## src/lrsl_pkg.sv

```systemverilog
`timescale 1ns / 1ps
// ============================================================================
// lrsl_pkg
// Shared types and constants for the longest repeating subsequence core.
// ============================================================================
package lrsl_pkg;

    // Widest string length the job descriptor can carry
    localparam int JOB_LEN_W = 11;

    // Result saturation limit
    localparam logic [5:0] RESULT_MAX = 6'd63;

    // One input byte of the string
    typedef struct packed {
        logic [7:0] char_code;
        logic       last_char;
    } char_item_t;

    // One result
    typedef struct packed {
        logic [5:0] repeat_length;
        logic       too_long;
    } result_t;

    // Job handed from the front end to the compute engine
    typedef struct packed {
        logic [JOB_LEN_W-1:0] len;
        logic                 too_long;
    } job_t;

    // Compute engine states
    typedef enum logic [1:0] {
        BK_IDLE,
        BK_RUN,
        BK_FIN,
        BK_DONE
    } back_state_t;

endpackage

```

## src/lrsl_ram.sv

```systemverilog
`timescale 1ns / 1ps
// ============================================================================
// lrsl_ram
// Generic single-write, single-read RAM with registered read data.
// ============================================================================
module lrsl_ram #(
    parameter int WIDTH = 8,
    parameter int DEPTH = 64,
    localparam int AW = (DEPTH > 1) ? $clog2(DEPTH) : 1
) (
    input  logic             clk,
    input  logic             we,
    input  logic [AW-1:0]    waddr,
    input  logic [WIDTH-1:0] wdata,
    input  logic             re,
    input  logic [AW-1:0]    raddr,
    output logic [WIDTH-1:0] rdata
);

    logic [WIDTH-1:0] mem [DEPTH];
    logic [WIDTH-1:0] rdata_reg;

    // Write port
    always_ff @(posedge clk)
    begin
        if (we)
        begin
            mem[waddr] <= wdata;
        end
    end

    // Registered read port
    always_ff @(posedge clk)
    begin
        if (re)
        begin
            rdata_reg <= mem[raddr];
        end
    end

    assign rdata = rdata_reg;

endmodule

```

## src/lrsl_front.sv

```systemverilog
`timescale 1ns / 1ps
// ============================================================================
// lrsl_front
// Input side: stores string bytes, tracks overflow, issues one job per string.
// ============================================================================
module lrsl_front #(
    parameter int MAX_LEN = 64,
    localparam int CW = $clog2(MAX_LEN + 1),
    localparam int AW = $clog2(MAX_LEN)
) (
    input  logic                clk,
    input  logic                rst_n,
    input  logic                push,
    output logic                full,
    input  lrsl_pkg::char_item_t char_item,
    input  logic                back_busy,
    output logic                char_we,
    output logic [AW-1:0]       char_waddr,
    output logic [7:0]          char_wdata,
    output logic                job_valid,
    output lrsl_pkg::job_t      job,
    input  logic                job_take
);

    logic [CW-1:0]  count_reg, count_next;
    logic           ovf_reg, ovf_next;
    logic           job_valid_reg, job_valid_next;
    lrsl_pkg::job_t job_reg, job_next;
    logic           accept;
    logic           room;
    logic [CW-1:0]  count_inc;

    // The character store is shared with the engine: hold off while a job is out
    assign full   = job_valid_reg | back_busy;
    assign accept = push & ~full;
    assign room   = (count_reg < CW'(MAX_LEN));

    // Store write port
    assign char_we    = accept & room;
    assign char_waddr = count_reg[AW-1:0];
    assign char_wdata = char_item.char_code;

    assign count_inc = room ? (count_reg + CW'(1)) : count_reg;

    // Load count, overflow flag and job hand-off
    always_comb
    begin
        count_next     = count_reg;
        ovf_next       = ovf_reg;
        job_valid_next = job_valid_reg;
        job_next       = job_reg;
        if (accept)
        begin
            if (char_item.last_char)
            begin
                count_next        = '0;
                ovf_next          = 1'b0;
                job_valid_next    = 1'b1;
                job_next.len      = lrsl_pkg::JOB_LEN_W'(count_inc);
                job_next.too_long = ovf_reg | ~room;
            end
            else
            begin
                count_next = count_inc;
                ovf_next   = ovf_reg | ~room;
            end
        end
        else if (job_take)
        begin
            job_valid_next = 1'b0;
        end
    end

    always_ff @(posedge clk or negedge rst_n)
    begin
        if (!rst_n)
        begin
            count_reg     <= '0;
            ovf_reg       <= 1'b0;
            job_valid_reg <= 1'b0;
        end
        else
        begin
            count_reg     <= count_next;
            ovf_reg       <= ovf_next;
            job_valid_reg <= job_valid_next;
        end
    end

    always_ff @(posedge clk)
    begin
        job_reg <= job_next;
    end

    assign job_valid = job_valid_reg;
    assign job       = job_reg;

endmodule

```

## src/lrsl_back.sv

```systemverilog
`timescale 1ns / 1ps
// ============================================================================
// lrsl_back
// Compute engine: fills the table one cell per cycle and holds the result.
// ============================================================================
module lrsl_back #(
    parameter int MAX_LEN = 64,
    localparam int CW = $clog2(MAX_LEN + 1),
    localparam int AW = $clog2(MAX_LEN),
    localparam int DW = $clog2(MAX_LEN + 1)
) (
    input  logic                clk,
    input  logic                rst_n,
    input  logic                job_valid,
    input  lrsl_pkg::job_t      job,
    output logic                job_take,
    output logic                busy,
    output logic                char_re,
    output logic [AW-1:0]       row_raddr,
    input  logic [7:0]          row_rdata,
    output logic [AW-1:0]       col_raddr,
    input  logic [7:0]          col_rdata,
    output logic                dp_re,
    output logic [AW-1:0]       dp_raddr,
    input  logic [DW-1:0]       dp_rdata,
    output logic                dp_we,
    output logic [AW-1:0]       dp_waddr,
    output logic [DW-1:0]       dp_wdata,
    input  logic                pop,
    output logic                empty,
    output lrsl_pkg::result_t   result_item
);

    lrsl_pkg::back_state_t state_reg, state_next;

    logic [CW-1:0]     n_reg, n_next;
    logic              tl_reg, tl_next;
    logic [CW-1:0]     i0_reg, i0_next, j0_reg, j0_next;
    logic [CW-1:0]     i1_reg, j1_reg;
    logic              s1_valid_reg;
    logic [DW-1:0]     left_reg, diag_reg;
    logic [DW-1:0]     res_len_reg;
    logic              out_valid_reg, out_valid_next;
    lrsl_pkg::result_t out_item_reg;

    logic          issue, load_out, out_free, last_issue, last_cell;
    logic [DW-1:0] above, left_v, diag_v, best, cell_val;
    logic          match;

    assign out_free   = ~out_valid_reg | pop;
    assign last_issue = (i0_reg == n_reg) && (j0_reg == n_reg);

    // Next state
    always_comb
    begin
        state_next = state_reg;
        case (state_reg)
            lrsl_pkg::BK_IDLE: if (job_valid) state_next = lrsl_pkg::BK_RUN;
            lrsl_pkg::BK_RUN:  if (last_issue) state_next = lrsl_pkg::BK_FIN;
            lrsl_pkg::BK_FIN:  state_next = lrsl_pkg::BK_DONE;
            lrsl_pkg::BK_DONE: if (out_free) state_next = lrsl_pkg::BK_IDLE;
            default:           state_next = lrsl_pkg::BK_IDLE;
        endcase
    end

    // State outputs
    always_comb
    begin
        job_take = 1'b0;
        issue    = 1'b0;
        load_out = 1'b0;
        busy     = 1'b1;
        case (state_reg)
            lrsl_pkg::BK_IDLE:
            begin
                busy     = 1'b0;
                job_take = job_valid;
            end
            lrsl_pkg::BK_RUN:  issue = 1'b1;
            lrsl_pkg::BK_FIN:  ;
            lrsl_pkg::BK_DONE: load_out = out_free;
            default:           busy = 1'b0;
        endcase
    end

    // Stage 0: cell counters, row-major over the n by n table
    always_comb
    begin
        n_next  = n_reg;
        tl_next = tl_reg;
        i0_next = i0_reg;
        j0_next = j0_reg;
        if (job_take)
        begin
            n_next  = CW'(job.len);
            tl_next = job.too_long;
            i0_next = CW'(1);
            j0_next = CW'(1);
        end
        else if (issue)
        begin
            if (j0_reg == n_reg)
            begin
                j0_next = CW'(1);
                i0_next = i0_reg + CW'(1);
            end
            else
            begin
                j0_next = j0_reg + CW'(1);
            end
        end
    end

    // Memory reads for the cell being issued
    assign char_re   = issue;
    assign dp_re     = issue;
    assign row_raddr = AW'(i0_reg - CW'(1));
    assign col_raddr = AW'(j0_reg - CW'(1));
    assign dp_raddr  = AW'(j0_reg - CW'(1));

    // Stage 1: cell update; row 0 and column 0 read as zero
    assign above    = (i1_reg == CW'(1)) ? '0 : dp_rdata;
    assign left_v   = (j1_reg == CW'(1)) ? '0 : left_reg;
    assign diag_v   = (j1_reg == CW'(1)) ? '0 : diag_reg;
    assign match    = (i1_reg != j1_reg) && (row_rdata == col_rdata);
    assign best     = (above > left_v) ? above : left_v;
    assign cell_val = match ? (diag_v + DW'(1)) : best;

    assign last_cell = s1_valid_reg && (i1_reg == n_reg) && (j1_reg == n_reg);

    assign dp_we    = s1_valid_reg;
    assign dp_waddr = AW'(j1_reg - CW'(1));
    assign dp_wdata = cell_val;

    // Result slot
    always_comb
    begin
        out_valid_next = out_valid_reg;
        if (load_out)
        begin
            out_valid_next = 1'b1;
        end
        else if (pop)
        begin
            out_valid_next = 1'b0;
        end
    end

    always_ff @(posedge clk or negedge rst_n)
    begin
        if (!rst_n)
        begin
            state_reg     <= lrsl_pkg::BK_IDLE;
            s1_valid_reg  <= 1'b0;
            out_valid_reg <= 1'b0;
        end
        else
        begin
            state_reg     <= state_next;
            s1_valid_reg  <= issue;
            out_valid_reg <= out_valid_next;
        end
    end

    // Datapath registers
    always_ff @(posedge clk)
    begin
        n_reg  <= n_next;
        tl_reg <= tl_next;
        i0_reg <= i0_next;
        j0_reg <= j0_next;
        i1_reg <= i0_reg;
        j1_reg <= j0_reg;
        if (s1_valid_reg)
        begin
            left_reg <= cell_val;
            diag_reg <= above;
        end
        if (last_cell)
        begin
            res_len_reg <= cell_val;
        end
        if (load_out)
        begin
            if (32'(res_len_reg) > 32'(lrsl_pkg::RESULT_MAX))
            begin
                out_item_reg.repeat_length <= lrsl_pkg::RESULT_MAX;
            end
            else
            begin
                out_item_reg.repeat_length <= 6'(res_len_reg);
            end
            out_item_reg.too_long <= tl_reg;
        end
    end

    assign empty       = ~out_valid_reg;
    assign result_item = out_item_reg;

endmodule

```

## src/longest_repeating_subsequence_length_core.sv

```systemverilog
`timescale 1ns / 1ps
// ============================================================================
// longest_repeating_subsequence_length_core
// Longest repeating subsequence length of a byte string, one result per string.
// ============================================================================
// Bytes are taken one per cycle while a string loads; up to MAX_LEN are kept,
// later ones are dropped and flagged through too_long. After the byte marked
// last, the engine fills the n by n table at one cell per clock (each cell
// needs one read of the row buffer RAM and one of each character store
// copy). The input reports full from the last byte until the result has
// moved into the output register, since the character store is shared; if
// the previous result has not been taken yet, that wait stretches until it
// is. A result in the output register waits there while the next string
// loads.
// ============================================================================
module longest_repeating_subsequence_length_core #(
    parameter int MAX_LEN = 64
) (
    input  logic                 clk,
    input  logic                 rst_n,
    input  logic                 push,
    output logic                 full,
    input  lrsl_pkg::char_item_t char_item,
    output logic                 empty,
    input  logic                 pop,
    output lrsl_pkg::result_t    result_item
);

    localparam int AW = $clog2(MAX_LEN);
    localparam int DW = $clog2(MAX_LEN + 1);

    logic           back_busy;
    logic           char_we;
    logic [AW-1:0]  char_waddr;
    logic [7:0]     char_wdata;
    logic           job_valid, job_take;
    lrsl_pkg::job_t job;
    logic           char_re;
    logic [AW-1:0]  row_raddr, col_raddr;
    logic [7:0]     row_rdata, col_rdata;
    logic           dp_re, dp_we;
    logic [AW-1:0]  dp_raddr, dp_waddr;
    logic [DW-1:0]  dp_rdata, dp_wdata;

    // Input side
    lrsl_front #(.MAX_LEN(MAX_LEN)) u_front (
        .clk        (clk),
        .rst_n      (rst_n),
        .push       (push),
        .full       (full),
        .char_item  (char_item),
        .back_busy  (back_busy),
        .char_we    (char_we),
        .char_waddr (char_waddr),
        .char_wdata (char_wdata),
        .job_valid  (job_valid),
        .job        (job),
        .job_take   (job_take)
    );

    // Character store, two copies: row byte and column byte read together
    lrsl_ram #(.WIDTH(8), .DEPTH(MAX_LEN)) u_row_ram (
        .clk   (clk),
        .we    (char_we),
        .waddr (char_waddr),
        .wdata (char_wdata),
        .re    (char_re),
        .raddr (row_raddr),
        .rdata (row_rdata)
    );

    lrsl_ram #(.WIDTH(8), .DEPTH(MAX_LEN)) u_col_ram (
        .clk   (clk),
        .we    (char_we),
        .waddr (char_waddr),
        .wdata (char_wdata),
        .re    (char_re),
        .raddr (col_raddr),
        .rdata (col_rdata)
    );

    // Table row buffer, columns 1..n
    lrsl_ram #(.WIDTH(DW), .DEPTH(MAX_LEN)) u_dp_ram (
        .clk   (clk),
        .we    (dp_we),
        .waddr (dp_waddr),
        .wdata (dp_wdata),
        .re    (dp_re),
        .raddr (dp_raddr),
        .rdata (dp_rdata)
    );

    // Compute engine
    lrsl_back #(.MAX_LEN(MAX_LEN)) u_back (
        .clk         (clk),
        .rst_n       (rst_n),
        .job_valid   (job_valid),
        .job         (job),
        .job_take    (job_take),
        .busy        (back_busy),
        .char_re     (char_re),
        .row_raddr   (row_raddr),
        .row_rdata   (row_rdata),
        .col_raddr   (col_raddr),
        .col_rdata   (col_rdata),
        .dp_re       (dp_re),
        .dp_raddr    (dp_raddr),
        .dp_rdata    (dp_rdata),
        .dp_we       (dp_we),
        .dp_waddr    (dp_waddr),
        .dp_wdata    (dp_wdata),
        .pop         (pop),
        .empty       (empty),
        .result_item (result_item)
    );

`ifndef NO_ASSERTIONS
    // Store must not take bytes while the engine reads it
    a_busy_blocks_input: assert property (@(posedge clk) disable iff (!rst_n)
        back_busy |-> full)
        else $error("input open while engine busy");

    // A last-byte transfer hands a job off and closes the input
    a_last_closes_input: assert property (@(posedge clk) disable iff (!rst_n)
        (push && !full && char_item.last_char) |=> full)
        else $error("input still open after last byte");

    // Row buffer read and write never hit the same column in one cycle
    a_dp_no_collision: assert property (@(posedge clk) disable iff (!rst_n)
        (dp_we && dp_re) |-> (dp_waddr != dp_raddr))
        else $error("row buffer read/write collision");
`endif

endmodule
```

## config.mk

```make
export PLATFORM = sky130hd
export DESIGN_NAME = longest_repeating_subsequence_length_core
export DESIGN_NICKNAME = d
export VERILOG_FILES = /design/src/lrsl_pkg.sv /design/src/lrsl_ram.sv /design/src/lrsl_front.sv /design/src/lrsl_back.sv /design/src/longest_repeating_subsequence_length_core.sv
export SDC_FILE = /design/constraint.sdc
export NUM_CORES = 1
export LEC_CHECK = 0
export BUFFER_PORTS_ARGS = -buffer_cell sky130_fd_sc_hd__buf_2
export CORE_UTILIZATION = 35
export CTS_CLUSTER_SIZE = 40
export DETAILED_ROUTE_END_ITERATION = 7
export GPL_ROUTABILITY_DRIVEN = 0
export GPL_TIMING_DRIVEN = 0
export MAX_ROUTING_LAYER = met4
export PLACE_DENSITY_LB_ADDON = 0.12
export SYNTH_ARGS = -nofsm -noshare
export SYNTH_HDL_FRONTEND = slang
export SYNTH_SLANG_ARGS = --single-unit
```

## constraint.sdc

```tcl
create_clock -name clk -period 5.7 [get_ports clk]
set_clock_uncertainty 0.2 [all_clocks]
set_input_delay 0.855 -clock clk [delete_from_list [all_inputs] [get_ports clk]]
set_output_delay 0.855 -clock clk [all_outputs]
set_load 0.01 [all_outputs]
```

==> metrics.yaml, run 1 <==
outcome: "completed"
synth_enable_flop_cells: 1027
grtUsageMet2_pct: 34.0
avgSynthCellArea_um2: 19.8
period_share_pct: 97.6
reg_top3: "u_row_ram.mem (504), u_dp_ram.mem (448)"
regMostFlops: "u_row_ram.mem"
clkTransAtPathRegs_ns: 0.06
drtIter0Drc: 2848
critPathMaxStageDelay_ns: 0.90
ir_drop_mv: 0.267
grt_use_total_pct: 22.2
hp-class: "reg2reg"
vias_per_cell: 5.70
switching_share_pct: 20.2
wl_per_cell_um: 33.2
synth-async-reset-ratio_pct: 1.22
num_vias: 24900
leakage_uw: 0.0176
ys.warnings.count: 0
worstPathArrival_ns: 5.79
p_int_uw: 13200
synth_nets: 2379
reg2reg_depth: 12
finalSetupTns_ns: 0
grt_first_pass_wirelength_um: 201000
tightest_slew_ns: 1.41
p_comb_share_pct: 0.5
whs_path_depth: 0
cp_num_cells: 12
drive_above_1_share_pct: 28.4
ctsLongestPathBuffers: 3
dieArea_um2: 134000
use_met1_pct: 30.9
crit_buf_inv: 7
crit_required_ns: 5.93
ant_nets: 0
setup_violations: 0
clock_latency_ns: 0.76
critPathLaunchType: "register"
core_area_um2: 131000
clkSinkCount: 1068
critPathCaptureType: "register"
clock.fmax_mhz: 180
routed_wl_um: 145000
crit_fanout: 10
layout_commonest_cell: "edfxtp_1"
first_pass_iters: 7
areaGrowthSynthToFinish_pct: 14.7
die_x_um: 366
maxCapViolCount: 0
grt_pass1_vias: 25400
start_util_pct: 35.3
power_density_nw_per_um2: 310
io_pins: 22
cts_root_buffer: "clkbuf_16"
synth_seq_cells: 1068
clkPwrFrac_pct: 47.8
placed_area_um2: 49000
cpMostUsedCell: "buf_2"
cts_tree: "built"
detail_route.drc_violations: 0
netlist_instances: 2346
antenna_found_initial: 5
crit_family: "buffers and inverters"
slew_headroom_pct: 6.16
grt-ovfl-total: 0
finalNetCount: 2534
grtUsageMet3_pct: 3.63
rsz0062_at_grt: "true"
power_uw: 16500
dpl.hpwl_um: 99600
slowest_stage: "clkdlybuf4s15_1"
largest_reg_flops: 504
crit_chain: "buf_2, buf_2, clkbuf_4, inv_1, ha_1, buf_2, clkbuf_1, clkdlybuf4s15_1, mux4_2, mux4_2, o21ai_0, mux2i_1"
ys_seq_area_share_pct: 68.5
cts_buffers: 118
grt.busiest_layer: "met2"
power_frac_seq_pct: 51.8
final_max_slew_viol_count: 0
most-common-layout-cells: "1027 x edfxtp_1, 418 x mux4_2, 172 x nor2_1"
placementRows: 133
grt_max_degree: 67
syn_area_um2: 46300
portBuffers: 21
cts.htree.levels: 3
critPathKind: "reg2reg"
finish.instance_area_um2: 53100
synth_cell_types: 60
synth_flop_cell: "edfxtp_1"
hold_viol: 0
period_minus_slack_ns: 5.56
die_h_um: 366
switchingPower_uw: 3330
-- power by group through the flow --
| stage | logic, µW | clock network [µW] | registers, µW |
|---|---|---|---|
| finish | 79.2 | 7870 | 8530 |
| global route | 84.9 | 8280 | 8530 |
| CTS | 77.3 | 8020 | 8530 |
| detailed placement | 77.0 | 0 | 8700 |
| global placement | 71.2 | 0 | 8700 |
| floorplan | 0.523 | 0 | 8700 |
-- metrics by stage --
step | setup slack, ns | instances | hold slack (ns) | util, %
6_report | 0.136 | 4360 | 0.145 | 40.4
5_1_grt | -0.00625 | 4359 | 0.152 | 40.4
4_1_cts | 0.00980 | 4356 | 0.134 | 40.4
3_5_place_dp | -0.274 | 4134 | 0.134 | 37.3
3_3_place_gp | -2.90 | 4122 | 0.139 | 37.0
2_1_floorplan | 0.499 | 2346 | 0.126 | -
-- logic make-up after synthesis --
kind of cell,after synthesis,synth area share [%]
DFF,1068,68.5
muxes,500,22.5
and+or+nand+nor,414,3.94
buffers and inverters,171,1.64
AOI/OAI and AO/OA,107,1.65
xor gates and xnor gates,66,1.30
adders and majority gates,20,0.540
-- path summary, 6_finish.rpt --
kind                       slack [ns]        startpoint                  end
max                              0.14  u_back.j0_reg[0]    u_dp_ram.rdata[3]
min                              0.15  u_back.i0_reg[3]     u_back.i1_reg[3]
max reg2reg                      0.14  u_back.j0_reg[0]    u_dp_ram.rdata[3]
min reg2reg                      0.15  u_back.i0_reg[3]     u_back.i1_reg[3]
max in group asynchronous        4.72             rst_n  u_back.state_reg[0]
min in group asynchronous        0.34             rst_n    u_front.job_valid
-- metal layers --
layer  share of wire [%]  vias to the layer above  wire length [µm]
met4                 2.2                        0              3220
met5                   0                        -                 0
met2                  47                      972             68000
met3                 7.2                      170             10400
li1                    -                    10100                 -
met1                  44                    13600             63000
-- timing repair --
item | 4_1_cts | 5_1_grt
resized for setup | 6 | 20
hold buffers | 1 | 0
setup buffers | 0 | 0
endpoints found under the setup margin | 12 | 12
pin swaps | 0 | 0
endpoints found under the hold margin | 13 | 0
cloned | 0 | 0
-- layout make-up --
type	instances	area [µm²]
multi-input combinational	1107	14000
inverter	27	101
buffer	143	681
clock inverter	85	955
clock buffer	137	3050
antenna	2	5.00
tap	1755	2200
sequential	1068	31700
fill	11700	78300
timing repair buffer	36	422
-- synth_stat cells, types with 8 or more instances --
library cell | number | area (µm²)
nor2_1 | 172 | 646
a32oi_1 | 13 | 114
xnor2_1 | 37 | 324
ha_1 | 20 | 250
nor3_1 | 17 | 85.1
or2_2 | 8 | 50.1
dfrtp_1 | 13 | 325
nand2_1 | 120 | 450
inv_1 | 27 | 101
nand3_1 | 34 | 170
nand2b_1 | 9 | 56.3
nand4_1 | 8 | 50.1
mux4_2 | 418 | 9410
dfxtp_1 | 28 | 561
clkbuf_1 | 64 | 240
a22o_1 | 9 | 78.8
mux2i_1 | 67 | 671
buf_2 | 50 | 250
xor2_1 | 27 | 236
and3_1 | 9 | 56.3
o21ai_0 | 26 | 130
mux4_1 | 11 | 289
buf_1 | 19 | 71.3
edfxtp_1 | 1027 | 30800
o22ai_1 | 15 | 93.8
No activity file was read; power rests on OpenSTA's default activity.
==> inputs of run 2 (changes only) <==
--- a/config.mk
+++ b/config.mk
@@ -15,4 +15,5 @@
 export PLACE_DENSITY_LB_ADDON = 0.12
 export SYNTH_ARGS = -nofsm -noshare
 export SYNTH_HDL_FRONTEND = slang
+export SYNTH_HIERARCHICAL = 1
 export SYNTH_SLANG_ARGS = --single-unit
==> run 2 against run 1 <==
Sequential share of layout area up 5.8 points. Global-route usage down 3.5 points. Synthesized cell count up 33%. Count of clock-buffer cells in the layout up 80. Non-clock buffer count up 36. Utilization up 0.21 points. Largest power group unchanged. Highest routed layer unchanged.
==> metrics.yaml, run 2 <==
drtIter0Drc: 2800  # was 2848
ctsLongestPathBuffers: 3  # unchanged
core_area_um2: 177000  # was 131000 µm²
vias_per_cell: 5.35  # was 5.70
whs_ns: 0.0722  # was 0.145 ns
clkSinkCount: 1580  # was 1068
areaGrowthSynthToFinish_pct: 14.8  # was 14.7%
layout_commonest_cell: "edfxtp_1"  # unchanged
num_vias: 31100  # was 24900
finish.instance_area_um2: 71900  # was 53100 µm²
grt_use_total_pct: 18.8  # was 22.2%
reg2reg_depth: 8  # was 12
critPathLaunchType: "register"  # unchanged
reg2reg_from: "u_back/i0_reg[0]"  # was u_back.j0_reg[0]
setup_violations: 0  # unchanged
outcome: "completed"  # unchanged
reg_top3: "u_col_ram/mem (512), u_row_ram/mem (512), u_dp_ram/mem (448)"  # was u_row_ram.mem (504), u_dp_ram.mem (448)
worstPathArrival_ns: 5.42  # was 5.79 ns
timing.rr.end: "u_row_ram/rdata[5]"  # was u_dp_ram.rdata[3]
pre_cts_ws_ns: 0.523  # was -0.274 ns
dieArea_um2: 181000  # was 134000 µm²
cts.htree.levels: 4  # was 3
antenna_found_initial: 5  # unchanged
ys.warnings.count: 6  # was 0
critPathCaptureType: "register"  # unchanged
period_share_pct: 91.0  # was 97.6%
switching_share_pct: 33.7  # was 20.2%
syn_area_um2: 62700  # was 46300 µm²
maxCapViolCount: 0  # unchanged
finalSetupTns_ns: 0  # unchanged
first_pass_iters: 6  # was 7
reg2reg_slack_ns: 0.51  # was 0.14 ns
p_int_uw: 25400  # was 13200 µW
netlist_instances: 3117  # was 2346
portBuffers: 13  # was 21
ir_drop_mv: 0.316  # was 0.267 mV
switchingPower_uw: 12900  # was 3330 µW
period_minus_slack_ns: 5.19  # was 5.56 ns
placed_area_um2: 66100  # was 49000 µm²
cts_buffers: 172  # was 118
n_fill_cell: 15500  # was 11700
placementRows: 154  # was 133
die_x_um: 425  # was 366 µm
drive_above_1_share_pct: 23.9  # was 28.4%
setup.worst_path.start: "u_back/i0_reg[0]"  # was u_back.j0_reg[0]
crit_fanout: 10  # unchanged
crit_required_ns: 5.93  # about the same
grt_max_degree: 129  # was 67
min_from: "char_item[8]"  # was u_back.i0_reg[3]
power_frac_seq_pct: 37.8  # was 51.8%
cts_root_buffer: "clkbuf_16"  # unchanged
clkTransAtPathRegs_ns: 0.06  # about the same
whs_path_depth: 1  # was 0
clkPwrFrac_pct: 28.6  # was 47.8%
grt_pass1_vias: 32100  # was 25400
seq_area_um2: 47100  # was 31700 µm²
clock.fmax_mhz: 193  # was 180 MHz
die_h_um: 425  # was 366 µm
worst_slack_ns: 0.510  # was 0.136 ns
start_util_pct: 35.4  # was 35.3%
cts_tree: "built"  # unchanged
hold_viol: 0  # unchanged
layout.cells.non_filler: 5811  # was 4360
cts_resized: 0  # was 6
io_pins: 22  # unchanged
avgSynthCellArea_um2: 20.1  # was 19.8 µm²
min_to: "u_row_ram/mem[48][7]"  # was u_back.i1_reg[3]
grt-ovfl-total: 0  # unchanged
cts_setup_buffers: 0  # unchanged
postCtsHoldBufs: 1  # unchanged
leakage_uw: 0.0223  # was 0.0176 µW
hp-class: "in2reg"  # was reg2reg
dp.cells: 5483  # was 4134
dpl.hpwl_um: 108000  # was 99600 µm
routed_wl_um: 164000  # was 145000 µm
most-common-layout-cells: "1539 x edfxtp_1, 364 x mux4_2, 263 x nor2_1"  # was 1027 x edfxtp_1, 418 x mux4_2, 172 x nor2_1
tightest_slew_ns: 1.29  # was 1.41 ns
rsz0062_at_grt: "false"  # was true
slew_headroom_pct: 13.2  # was 6.16%
power_density_nw_per_um2: 531  # was 310 nW/µm²
grt_first_pass_wirelength_um: 235000  # was 201000 µm
finalNetCount: 3360  # was 2534
critPathKind: "reg2reg"  # unchanged
multi_input_area_um2: 14400  # was 14000 µm²
clock_latency_ns: 0.80  # was 0.76 ns
final_max_slew_viol_count: 0  # unchanged
ant_nets: 0  # unchanged
wl_per_cell_um: 28.2  # was 33.2 µm
synth_nets: 3150  # was 2379
p_comb_share_pct: 33.7  # was 0.5%
detail_route.drc_violations: 0  # unchanged
run 2: routing by layer:
| metal | GRT usage, % | routed length, µm | up-vias |
|---|---|---|---|
| met5 | - | 0 | - |
| met3 | 3.23 | 8960 | 264 |
| met2 | 30.0 | 80700 | 1012 |
| li1 | - | - | 13200 |
| met4 | 5.35 | 4240 | 0 |
| met1 | 24.6 | 70000 | 16600 |
run 2: stage by stage:
stage               total power, µW  util (%)
floorplan                     22300         -
global placement              27000      37.1
detailed placement            27700      37.3
CTS                           38700      40.5
global route                  39700      40.6
finish                        38200      40.6
run 2: final cells by class:
| type | count | share of cell area, % |
|---|---|---|
| tap | 2340 | 4.07 |
| sequential | 1580 | 65.5 |
| buffer | 179 | 1.63 |
| clock buffer | 217 | 6.33 |
| antenna | 1 | 0.00348 |
| clock inverter | 100 | 1.44 |
| multi-input combinational | 1329 | 20.0 |
| inverter | 29 | 0.151 |
| timing repair buffer | 36 | 0.859 |
run 2: critical path, cell delays in order, from the launching register on:
cell       delay (ns)
dfxtp_1          0.40
inv_1            0.28
ha_1             0.24
nand2_1          0.08
xnor2_1          0.99
clkbuf_1         0.62
clkbuf_1         0.59
a2111oi_0        0.26
o41ai_1          1.14
run 2: power groups by stage:
stage	logic, µW	registers, µW	clock network (µW)
global route	13600	14500	11600
global placement	12200	14800	0
floorplan	7560	14700	0
finish	12900	14400	10900
detailed placement	13000	14700	0
CTS	13000	14500	11200
run 2: worst max path at each step:
stage,to,cells after the start
finish,u_row_ram/rdata[5],8
global route,u_row_ram/rdata[5],8
CTS,u_row_ram/rdata[5],8
detailed placement,u_row_ram/rdata[5],8
global placement,u_dp_ram/mem[50][5],11
floorplan,u_back/left_reg[2],11
==> inputs of run 3 (changes only) <==
--- a/config.mk
+++ b/config.mk
@@ -5,10 +5,10 @@
 export SDC_FILE = /design/constraint.sdc
 export NUM_CORES = 1
 export LEC_CHECK = 0
-export BUFFER_PORTS_ARGS = -buffer_cell sky130_fd_sc_hd__buf_2
 export CORE_UTILIZATION = 35
 export CTS_CLUSTER_SIZE = 40
 export DETAILED_ROUTE_END_ITERATION = 7
+export DONT_BUFFER_PORTS = 1
 export GPL_ROUTABILITY_DRIVEN = 0
 export GPL_TIMING_DRIVEN = 0
 export MAX_ROUTING_LAYER = met4
==> run 3 against run 2 <==
Combinational power about the same. Clock power about the same. Sequential power about the same. Highest routed layer unchanged. Non-clock buffer count decreased by 11. Flip-flop and latch count unchanged. Fmax decreased by 1.2%. Hold slack improved by 0.012 ns.
==> metrics.yaml, run 3 (synthesized netlist as in run 2, its figures left out) <==
maxCapViolCount: 0  # unchanged
timing.rr.end: "u_col_ram/mem[35][7]"  # was u_row_ram/rdata[5]
reg_top3: "u_col_ram/mem (512), u_row_ram/mem (512), u_dp_ram/mem (448)"  # unchanged
final_max_slew_viol_count: 0  # unchanged
reg2reg_from: "u_back/state_reg[0]"  # was u_back/i0_reg[0]
period_minus_slack_ns: 5.25  # was 5.19 ns
antenna_found_initial: 1  # was 5
cts_root_buffer: "clkbuf_16"  # unchanged
finalNetCount: 3348  # was 3360
setup_violations: 0  # unchanged
period_share_pct: 92.2  # was 91.0%
dpl.hpwl_um: 110000  # was 108000 µm
clkSinkCount: 1580  # unchanged
tightest_slew_ns: 1.47  # was 1.29 ns
critPathLaunchType: "register"  # unchanged
routed_wl_um: 167000  # was 164000 µm
leakage_uw: 0.0223  # about the same
min_to: "u_back/out_valid_reg"  # was u_row_ram/mem[48][7]
crit_required_ns: 5.89  # was 5.93 ns
reg2reg_depth: 8  # unchanged
layout_commonest_cell: "edfxtp_1"  # unchanged
dieArea_um2: 181000  # unchanged
placementRows: 154  # unchanged
critPathCaptureType: "register"  # unchanged
placed_area_um2: 66000  # was 66100 µm²
worstPathArrival_ns: 5.44  # was 5.42 ns
hp-class: "in2reg"  # unchanged
cts.htree.levels: 4  # unchanged
num_vias: 31300  # was 31100
whs_ns: 0.0846  # was 0.0722 ns
switchingPower_uw: 12800  # was 12900 µW
finish.instance_area_um2: 71800  # was 71900 µm²
power_density_nw_per_um2: 532  # was 531 nW/µm²
drtIter0Drc: 2950  # was 2800
portBuffers: 0  # was 13
die_h_um: 425  # unchanged
slew_headroom_pct: 1.76  # was 13.2%
grt_pass1_vias: 32300  # was 32100
rsz0062_at_grt: "false"  # unchanged
layout.cells.non_filler: 5796  # was 5811
clock_latency_ns: 0.80  # about the same
cts_resized: 0  # unchanged
ant_nets: 0  # unchanged
wl_per_cell_um: 28.8  # was 28.2 µm
clkTransAtPathRegs_ns: 0.06  # about the same
grt_max_degree: 129  # unchanged
start_util_pct: 35.4  # unchanged
p_comb_share_pct: 33.6  # was 33.7%
dp.cells: 5472  # was 5483
ir_drop_mv: 0.325  # was 0.316 mV
ctsLongestPathBuffers: 3  # unchanged
power_frac_seq_pct: 37.9  # was 37.8%
whs_path_depth: 2  # was 1
hold_viol: 0  # unchanged
vias_per_cell: 5.41  # was 5.35
critPathKind: "reg2reg"  # unchanged
switching_share_pct: 33.6  # was 33.7%
reg2reg_slack_ns: 0.45  # was 0.51 ns
p_int_uw: 25400  # about the same
grt-ovfl-total: 0  # unchanged
crit_fanout: 14  # was 10
cts_tree: "built"  # unchanged
grt_use_total_pct: 19.1  # was 18.8%
outcome: "completed"  # unchanged
clkPwrFrac_pct: 28.5  # was 28.6%
drive_above_1_share_pct: 23.4  # was 23.9%
cts_buffers: 171  # was 172
min_from: "pop"  # was char_item[8]
most-common-layout-cells: "1539 x edfxtp_1, 364 x mux4_2, 264 x nor2_1"  # was 1539 x edfxtp_1, 364 x mux4_2, 263 x nor2_1
core_area_um2: 177000  # unchanged
die_x_um: 425  # unchanged
clock.fmax_mhz: 190  # was 193 MHz
io_pins: 22  # unchanged
detail_route.drc_violations: 0  # unchanged
setup.worst_path.start: "u_back/state_reg[0]"  # was u_back/i0_reg[0]
utilization_pct: 40.5  # was 40.6%
grt_first_pass_wirelength_um: 239000  # was 235000 µm
first_pass_iters: 6  # unchanged
areaGrowthSynthToFinish_pct: 14.6  # was 14.8%
run 3: cell types whose count changed in the layout (fill, tap and decap cells not counted), moves of 3 or more:
cell / change
clkinv_16: -3
buf_2: -13
clkbuf_16: +4
buf_12: +5
buf_16: -5
inv_6: -3
diode_2: +5
clkinv_2: -6
run 3: power by group through the flow:
stage	clock, µW	sequential, µW	combinational [µW]
after floorplan	0	14700	7560
after global placement	0	14800	12200
after detailed placement	0	14700	13000
after CTS	11200	14500	13000
after global routing	11600	14500	13600
final	10900	14400	12800
run 3: layer usage:
layer / share of wire (%) / wire, µm / track usage, % / vias to the layer above
met5: 0 / 0 / - / -
met4: 2.5 / 4120 / 4.96 / 0
met3: 5.0 / 8310 / 2.96 / 274
met2: 50 / 83900 / 31.3 / 975
met1: 42 / 70400 / 24.9 / 16900
li1: - / - / - / 13200
run 3: metrics by stage:
stage	setup TNS [ns]	setup slack, ns	power (µW)
final	0	0.447	38200
after global routing	0	0.347	39600
after CTS	0	0.477	38600
after detailed placement	0	0.559	27700
after global placement	-1038.41	-3.00	27000
after floorplan	0	0.567	22300
run 3: worst max path at each step:
stage | to | slack, ns | cells after the start
after floorplan | u_back/left_reg[2] | 0.57 | 11
after global placement | u_dp_ram/mem[0][4] | -3.00 | 11
after detailed placement | u_col_ram/rdata[5] | 0.56 | 10
after CTS | u_row_ram/mem[15][2] | 0.48 | 8
after global routing | u_col_ram/mem[35][7] | 0.35 | 8
final | u_col_ram/mem[35][7] | 0.45 | 8
run 3: cell type report:
class | instances | area [µm²]
antenna | 6 | 15.0
buffer | 179 | 1170
clock buffer | 221 | 4640
clock inverter | 87 | 883
fill | 15500 | 105000
inverter | 29 | 109
multi-input combinational | 1329 | 14400
sequential | 1580 | 47100
tap | 2340 | 2930
timing repair buffer | 25 | 529
run 3: worst max-delay path, cell delays in order (launching register included):
cell     delay (ns)
dfrtp_1        0.41
inv_1          0.13
ha_1           0.23
inv_1          0.11
or3b_1         0.40
buf_6          0.15
nor2_1         1.07
nand3_1        1.01
nor2_1         1.10
run 3: repair_timing:
item / CTS / global route
endpoints found under the hold margin: 17 / 0
hold buffers: 2 / 0
setup endpoints to repair: 0 / 0
setup buffers: 0 / 0
